$ cat src/sv/ipv4_source_byte_accounting_assert.svh
// Assertion macros shared by the accounting block.
`ifndef IPV4_SOURCE_BYTE_ACCOUNTING_ASSERT_SVH
`define IPV4_SOURCE_BYTE_ACCOUNTING_ASSERT_SVH

// Condition that must hold at every clock edge outside reset.
`define SBA_ASSERT_ALWAYS(label, clk, rst, cond, msg) \
   label: assert property (@(posedge clk) disable iff (rst) (cond)) \
      else $error(msg);

// Antecedent in one cycle implies consequent in the next.
`define SBA_ASSERT_NEXT(label, clk, rst, ante, cons, msg) \
   label: assert property (@(posedge clk) disable iff (rst) (ante) |=> (cons)) \
      else $error(msg);

`endif

$ cat src/sv/ipv4sba_pkg.sv
// Shared constants, types and codes for the source byte accounting block.
`timescale 1ns / 1ps
package ipv4sba_pkg;
   localparam int TABLE_ENTRIES = 1024;
   localparam int ADDR_W = $clog2(TABLE_ENTRIES);
   localparam int COUNT_W = ADDR_W + 1;
   localparam int LIMIT_W = 11;
   localparam logic [LIMIT_W-1:0] ENTRY_LIMIT_RESET = LIMIT_W'(1000);
   localparam logic [15:0] ETHERTYPE_IPV4 = 16'h0800;
   localparam logic [15:0] LAST_SHORT_POS = 16'd33;

   localparam logic [1:0] STATUS_COUNTED = 2'd0;
   localparam logic [1:0] STATUS_SKIPPED = 2'd1;
   localparam logic [1:0] STATUS_FULL = 2'd2;

   typedef enum logic [1:0] {
      ST_IDLE,
      ST_LOOKUP,
      ST_COMPARE,
      ST_ACCUM
   } state_type;

   // Commands from the controller to the datapath.
   typedef struct packed {
      logic accept;
      logic load_job;
      logic report_skip;
      logic report_full;
      logic insert;
      logic step;
      logic accumulate;
   } cmd_type;

   // Status from the datapath to the controller.
   typedef struct packed {
      logic frame_ok;
      logic scan_end;
      logic table_full;
      logic key_hit;
   } stat_type;
endpackage

$ cat src/sv/ipv4sba_ctrl.sv
// Controller: sequences the table scan for each counted frame.
`timescale 1ns / 1ps
module ipv4sba_ctrl
   import ipv4sba_pkg::*;
(
   input  logic     clock,
   input  logic     reset,
   input  logic     start,
   input  logic     req_last_byte,
   input  stat_type stat,
   output cmd_type  cmd,
   output logic     busy
);
   state_type state_ff, state_in;
   logic      accept;

   assign accept = start && (state_ff == ST_IDLE);

   // Next state.
   always_comb begin
      state_in = state_ff;
      unique case (state_ff)
         ST_IDLE: begin
            if (accept && req_last_byte && stat.frame_ok) state_in = ST_LOOKUP;
         end
         ST_LOOKUP: begin
            if (stat.scan_end) state_in = ST_IDLE;
            else state_in = ST_COMPARE;
         end
         ST_COMPARE: begin
            if (stat.key_hit) state_in = ST_ACCUM;
            else state_in = ST_LOOKUP;
         end
         ST_ACCUM: state_in = ST_IDLE;
         default: state_in = ST_IDLE;
      endcase
   end

   always_ff @(posedge clock) begin
      if (reset) begin
         state_ff <= ST_IDLE;
      end else begin
         state_ff <= state_in;
      end
   end

   // Commands.
   always_comb begin
      cmd = '0;
      busy = 1'b1;
      unique case (state_ff)
         ST_IDLE: begin
            busy = 1'b0;
            cmd.accept = accept;
            cmd.load_job = accept && req_last_byte && stat.frame_ok;
            cmd.report_skip = accept && req_last_byte && !stat.frame_ok;
         end
         ST_LOOKUP: begin
            cmd.report_full = stat.scan_end && stat.table_full;
            cmd.insert = stat.scan_end && !stat.table_full;
         end
         ST_COMPARE: begin
            cmd.step = !stat.key_hit;
         end
         ST_ACCUM: begin
            cmd.accumulate = 1'b1;
         end
         default: begin
            busy = 1'b1;
         end
      endcase
   end

`include "ipv4_source_byte_accounting_assert.svh"
   `SBA_ASSERT_NEXT(a_job_busy, clock, reset, cmd.load_job, busy, "lookup did not hold off input")
   `SBA_ASSERT_NEXT(a_accum_idle, clock, reset, cmd.accumulate, !busy, "no return to idle after update")
   `SBA_ASSERT_ALWAYS(a_one_cmd, clock, reset, $onehot0({cmd.report_skip, cmd.report_full, cmd.insert, cmd.accumulate}), "two reports at once")
endmodule

$ cat config.mk
export PLATFORM = sky130hd
export DESIGN_NAME = ipv4sba_ctrl
export DESIGN_NICKNAME = d
export VERILOG_FILES = /design/src/sv/ipv4sba_pkg.sv /design/src/sv/ipv4sba_ctrl.sv
export VERILOG_INCLUDE_DIRS = /design/src /design/src/sv
export SDC_FILE = /design/constraint.sdc
export NUM_CORES = 1
export LEC_CHECK = 0
export BUFFER_PORTS_ARGS = -buffer_cell sky130_fd_sc_hd__buf_2
export CAP_MARGIN = 20
export CORE_AREA = 4 4 41 43
export CTS_BUF_LIST = sky130_fd_sc_hd__clkbuf_16
export CTS_CLUSTER_DIAMETER = 30
export DETAILED_ROUTE_END_ITERATION = 8
export DIE_AREA = 0 0 45 47
export PLACE_DENSITY = 0.36
export SYNTH_ARGS = -nofsm -noshare
export SYNTH_HDL_FRONTEND = slang
export SYNTH_SLANG_ARGS = --single-unit
$ cat constraint.sdc
create_clock -name clock -period 1.2 [get_ports clock]
set_input_delay 0.18 -clock clock [delete_from_list [all_inputs] [get_ports clock]]
set_output_delay 0.18 -clock clock [all_outputs]
set_load 0.05 [all_outputs]
Word-level counts from Yosys, hierarchy flattened --
Cells that the tools add are included.
Storage, ports and cells: bits in registers 2, input port bits 8, output and inout bits 8, word-level logic and storage cells 24
Cells by class: equal/unequal tests 4, mux-type cells 9, reduce and logical (&&, ||, !) cells 10
Operators by type and width (count):
- $mux 2 | 4
- $pmux 2 s4 | 1
- $logic_and 1x1->1 | 6
- $eq 2x2->1 const B | 2
- $logic_not 1->1 | 3
- $mux 1 | 3
- $mux 3 | 1
- $eq 2x1->1 const B | 1
- $logic_not 2->1 | 1
- $ne 2x1->1 const B | 1

Longest topological paths before layout --
Gate-level depths: netlist of the first run.
word-level depth 6, mapped depth 2, gate-level depth less buffers 2

Worst setup path after synthesis of the first run --
Ideal clock, no wire load.
path type register to output, start register state_ff[1], end output cmd[4] in the netlist's numbering, arrival time 2169 ps, required time 1020 ps, setup slack -1149 ps, cell stages (with the launch flop) 3, path buffers 0, cells stage by stage dfxtp_1 -> nor3b_1 -> and3b_2
RTL lines:
- start: declaration | RTL line ipv4sba_ctrl.sv:14 | state_type state_ff, state_in;
- start signal: assignment | RTL line ipv4sba_ctrl.sv:43 | state_ff <= state_in;
- end: declaration | RTL line ipv4sba_ctrl.sv:11 | output cmd_type cmd,

==> impl_metrics.env, run 1 <==
export IMPL_status="complete, but fails checks"
export IMPL_violations="negative setup slack"
export IMPL_reg_top3="state_ff: 2 flops"
export IMPL_synth_simple_area_share=0.6204
export IMPL_path_buf_inv=1
export IMPL_drt_iter0_drc=1
export IMPL_peakVddDrop_uv=1459
export IMPL_grt_antenna_before_repair=0
export IMPL_vias=209
export IMPL_fp_dieH_um=47
export IMPL_grt_ovfl_total=0
export IMPL_design_power_total_w=0.0006473
export IMPL_routed_wl_um=555
export IMPL_rows=13
export IMPL_grt_max_degree=10
export IMPL_top_register="state_ff"
export IMPL_vias_per_cell=4.098
export IMPL_drtAntennaViolNets=0
export IMPL_wl_per_cell_um=10.88
export IMPL_die_area_um2=2115
export IMPL_crit_family="simple AND/OR/NAND/NOR gates"
export IMPL_grt_setup_unrepaired="true"
export IMPL_cts_hold_buf=0
export IMPL_final_nets=46
export IMPL_synthesis_instances=16
export IMPL_timing_final_crit_share=1.123
export IMPL_synth_top_family_by_area="simple AND/OR/NAND/NOR gates"
export IMPL_skew_ps=1.252
export IMPL_cp_start_kind="register"
export IMPL_worstSkewPairLatency_ps=220
export IMPL_cts_inserted_buffers=3
export IMPL_clock_path_buffers=2
export IMPL_crit_slowest_cell="dfxtp_4"
export IMPL_crit_fanout=4
export IMPL_syn_to_final_growth_pct=211.1
export IMPL_synth_fp_nets=24
export IMPL_leakagePower_nw=0.1843
export IMPL_diodes=0
export IMPL_detailedPlace_worstSlack_ps=-3.795
export IMPL_cp_cell_sequence="nor3b_4, and3b_2, buf_6"
export IMPL_cts_tree="done"
export IMPL_seqCellArea_um2=47.55
export IMPL_port_buffers=15
export IMPL_start_util=0.1038
export IMPL_synth_area_per_cell_um2=8.446
export IMPL_power_density_nw_per_um2=1540
export IMPL_maxSlewViolCount=0
export IMPL_gp_congestion=0.7131
export IMPL_fmax_ghz=0.7420
export IMPL_synthMuxAreaShare=0
export IMPL_final_util=0.3231
export IMPL_crit_type="reg2out"
export IMPL_hold_path_class="in2reg"
export IMPL_cts_max_level=1
export IMPL_largest_register_ffs=2
export IMPL_crit_arrival_ps=1170
export IMPL_synth_xor_area_frac=0
export IMPL_grt_pass1_wl_um=897
export IMPL_cts_sinks=2
export IMPL_ys_ff_latch=2
export IMPL_synthAdderAreaFrac=0
export IMPL_grt_pass1_vias=217
export IMPL_synthesis_area_um2=135.1
export IMPL_drc=0
export IMPL_clkTransAtPathRegs_ps=30
export IMPL_period_minus_slack_ps=1348
export IMPL_core_um2=1301
export IMPL_nFillCells=144
export IMPL_firstDrtPassIters=2
export IMPL_slowest_delay_ps=350
export IMPL_multi_input_area_um2=133.9
export IMPL_seq_area_frac_synth=0.2963
export IMPL_drive_gt1_frac=0.8611
export IMPL_cts_root_buf="clkbuf_16"
export IMPL_die_w_um=45
export IMPL_maxCapViolations=0
export IMPL_fin_ws_ps=-147.7
export IMPL_hold_violations=0
export IMPL_slew_headroom=0.8358
export IMPL_gr_usage_all_layers=0.06625
export IMPL_ys_warn_count=0
export IMPL_end_kind="output pin"
export IMPL_ios=16
export IMPL_tightest_slew_ps=248.0
export IMPL_setup_viol=8
export IMPL_worstPathRequired_ps=1020
export IMPL_synth_compound_area_frac=0.08333
export IMPL_yosysUniqueCellTypes=12
==> layout make-up <==
cell class | count | area share
clock buffers | 3 | 0.1786
multi-input cells | 14 | 0.3185
flip-flops and latches | 2 | 0.1131
well taps | 15 | 0.04464
repair buffers | 17 | 0.3452
==> synthesized netlist by cell type, drive strengths merged <==
cell type,number,area [um2]
nor3b,3,22.52
dfxtp,2,40.04
nor3,2,10.01
a21oi,1,5.000
a31oi,1,6.260
and2,1,7.510
and3,1,7.510
and3b,1,10.01
nand2,1,3.750
nand3b,1,7.510
or2,1,6.260
or3b,1,8.760
==> cells in the final DEF, fill, tap and decap left out <==
cell type	synthesis	layout
buf_2	0	8
buf_6	0	6
clkbuf_16	0	3
nor3b_2	0	2
buf_8	0	2
dfxtp_4	0	2
or2_2	1	1
and2_2	1	1
nor3b_4	0	1
and3_4	0	1
and3b_2	1	1
nand2_2	0	1
nor3_4	0	1
a31oi_1	1	1
nor3_1	2	1
or3b_1	1	1
nand3b_1	1	1
a21oi_1	1	1
buf_4	0	1
==> worst paths after layout <==
kind | slack [ps] | start | to | cells after the start
setup / recovery | -150 | state_ff[0]$_SDFFE_PP0P_ | cmd[4] | 3
setup reg to reg | 180 | state_ff[0]$_SDFFE_PP0P_ | state_ff[1]$_SDFFE_PP0P_ | 3
hold reg to reg | 470 | state_ff[0]$_SDFFE_PP0P_ | state_ff[0]$_SDFFE_PP0P_ | 1
hold / removal | 130 | reset | state_ff[1]$_SDFFE_PP0P_ | 2
==> per-layer routing <==
metal | wire length, um | vias up | GRT usage
li1 | - | 101 | -
met1 | 229 | 90 | 0.07240
met2 | 224 | 18 | 0.08757
met3 | 100 | 0 | 0.06897
met4 | 0 | 0 | 0.01754
met5 | 0 | - | 0
==> worst reg2reg max path: cells and delay by family, from the launching register on <==
family | cells | cell delay, ps
flip-flops | 1 | 370
AND/OR/NAND/NOR | 1 | 340
AO/OA/AOI/OAI | 1 | 120
buffers and inverters | 1 | 110
==> kinds of logic (layout without fill, tap and decap cells) <==
logic type / count (synthesis) / after routing
simple gates: 12 / 12
compound gates: 2 / 2
flops: 2 / 2
buf+inv: 0 / 20
==> per-stage QoR <==
| step | setup TNS [ps] | cell area (um2) | instances | hold WS [ps] |
|---|---|---|---|---|
| final | -608.3 | 420.4 | 51 | 127.3 |
| after global routing | -888.4 | 420.4 | 51 | 132.3 |
| after CTS | -578.9 | 402.9 | 50 | 126.2 |
| after detailed placement | -3.795 | 265.3 | 47 | 355.3 |
| after global placement | 0 | 265.3 | 47 | 355.3 |
| after floorplan | -878.0 | 163.9 | 16 | 241.7 |
==> what timing repair did <==
item                                    in CTS  in global routing
gates resized for setup                     20                  2
pin swaps                                    1                  2
endpoints found under the setup margin       8                  7
buffers inserted                             0                  1
==> where the power goes <==
part / switching [W] / internal (W)
registers: 0.00000352 / 0.0000657
clock network: 0.0000694 / 0.000423
logic: 0.0000481 / 0.0000373
total: 0.000121 / 0.000526
No activity file was read; power rests on OpenSTA's default activity.
==> inputs of run 2 (changes only) <==
==> constraint.sdc (replaced) <==
create_clock -name clock -period 1.3 [get_ports clock]
set_input_delay 0.195 -clock clock [delete_from_list [all_inputs] [get_ports clock]]
set_output_delay 0.195 -clock clock [all_outputs]
set_load 0.05 [all_outputs]
==> impl_metrics.env, run 2 (synthesis gave the netlist of run 1 again) <==
export IMPL_status="complete, but fails checks"
export IMPL_violations="negative setup slack"
export IMPL_timing_final_crit_share=1.043
export IMPL_whs_ps=143.5
export IMPL_clock_path_buffers=2
export IMPL_firstDrtPassIters=1
export IMPL_core_um2=1301
export IMPL_die_w_um=45
export IMPL_path_buf_inv=1
export IMPL_worstSetupStartpoint="state_ff[1]$_SDFFE_PP0P_"
export IMPL_placed_area_um2=257.7
export IMPL_gp_congestion=0.6739
export IMPL_syn_to_final_growth_pct=188.9
export IMPL_regToRegStartpoint="state_ff[1]$_SDFFE_PP0P_"
export IMPL_leakagePower_nw=0.1756
export IMPL_min_from="reset"
export IMPL_detailedPlace_worstSlack_ps=101.1
export IMPL_hold_violations=0
export IMPL_cts_root_buf="clkbuf_16"
export IMPL_skew_ps=2.803
export IMPL_slew_headroom=0.8326
export IMPL_final_cell_area_um2=390.4
export IMPL_reg_top3="state_ff: 2 flops"
export IMPL_slowest_delay_ps=360
export IMPL_maxCapViolations=0
export IMPL_setup_viol=2
export IMPL_layout_commonest_cell="buf_2"
export IMPL_grt_setup_unrepaired="true"
export IMPL_p_int_w=0.0004826
export IMPL_drive_gt1_frac=0.8286
export IMPL_cts_max_level=1
export IMPL_period_minus_slack_ps=1356
export IMPL_peakVddDrop_uv=602.6
export IMPL_crit_family="simple AND/OR/NAND/NOR gates"
export IMPL_routed_wl_um=480
export IMPL_largest_register_ffs=2
export IMPL_cts_hold_buf=0
export IMPL_end_kind="output pin"
export IMPL_grt_antenna_before_repair=0
export IMPL_layout_common_cells="buf_2, clkbuf_16"
export IMPL_switching_share=0.1925
export IMPL_grt_max_degree=10
export IMPL_worstSkewPairLatency_ps=220
export IMPL_wl_per_cell_um=9.600
export IMPL_power_density_nw_per_um2=1531
export IMPL_ios=16
export IMPL_crit_fanout=8
export IMPL_die_area_um2=2115
export IMPL_cp_start_kind="register"
export IMPL_clock_power_share=0.770
export IMPL_switchingPower_w=0.0001150
export IMPL_final_nets=45
export IMPL_vias=191
export IMPL_worstPathRequired_ps=1110
export IMPL_fin_ws_ps=-56.16
export IMPL_crit_arrival_ps=1160
export IMPL_cts_inserted_buffers=3
export IMPL_start_util=0.1038
export IMPL_crit_slowest_cell="dfxtp_4"
export IMPL_tightest_slew_ps=252.8
export IMPL_vias_per_cell=3.820
export IMPL_drt_iter0_drc=0
export IMPL_grt_ovfl_total=0
export IMPL_hold_path_class="in2reg"
export IMPL_diodes=0
export IMPL_drtAntennaViolNets=0
export IMPL_crit_type="reg2out"
export IMPL_cp_cell_sequence="nor3b_4, and3b_2, buf_8"
export IMPL_fmax_ghz=0.7374
export IMPL_fp_dieH_um=47
export IMPL_grt_pass1_vias=179
export IMPL_gr_usage_all_layers=0.05437
export IMPL_grt_pass1_wl_um=745
export IMPL_cts_tree="done"
export IMPL_maxSlewViolCount=0
export IMPL_top_register="state_ff"
export IMPL_cts_sinks=2
export IMPL_clkTransAtPathRegs_ps=30
export IMPL_rows=13
export IMPL_p_seq_frac=0.108
export IMPL_drc=0
export IMPL_pwr_share_comb=0.122
export IMPL_design_power_total_w=0.0005976
export IMPL_port_buffers=15
-- run 2: cell types whose count changed in the layout (fill, tap and decap cells not counted), sizes merged --
cell and delta:
buf -1
-- run 2: layout make-up --
type | instances | area [um2]
Fill cell | 146 | 910.9
Tap cell | 15 | 18.77
Clock buffer | 3 | 75.07
Timing Repair Buffer | 16 | 117.6
Sequential cell | 2 | 47.55
Multi-Input combinational cell | 14 | 131.4
-- run 2: through the flow --
stage	std cells	TNS (ps)	utilization
2_1_floorplan	16	-479.2	-
3_3_place_gp	46	0	0.1981
3_5_place_dp	46	0	0.1981
4_1_cts	49	-110.4	0.2769
5_1_grt	50	-293.5	0.3000
6_report	50	-99.67	0.3000
-- run 2: path summary, 6_finish.rpt --
kind | endpoint | slack, ps | depth (start not counted)
setup / recovery | cmd[4] | -60 | 3
hold / removal | state_ff[1]$_SDFFE_PP0P_ | 140 | 2
setup reg to reg | state_ff[1]$_SDFFE_PP0P_ | 370 | 2
hold reg to reg | state_ff[0]$_SDFFE_PP0P_ | 480 | 1
-- run 2: repair_timing --
item	in CTS	in global routing
resized for setup	9	7
setup buffers	0	1
setup endpoints to repair	5	6
pin swaps	0	3
-- run 2: routing by layer --
metal | global-route usage | wire [um] | share of wire | vias up
met5 | 0 | 0 | 0 | -
met3 | 0.04981 | 108 | 0.23 | 0
li1 | - | - | - | 98
met1 | 0.06998 | 222 | 0.46 | 75
met4 | 0.03509 | 0 | 0 | 0
met2 | 0.05367 | 148 | 0.31 | 18
-- run 2: power by group through the flow --
stage / clock network (W) / logic, W / registers [W]
after global placement: 0 / 0.0000617 / 0.0000683
after floorplan: 0 / 0.0000409 / 0.0000678
after global routing: 0.000473 / 0.0000781 / 0.0000648
after detailed placement: 0 / 0.0000615 / 0.0000686
final: 0.000460 / 0.0000730 / 0.0000643
after CTS: 0.000471 / 0.0000674 / 0.0000661
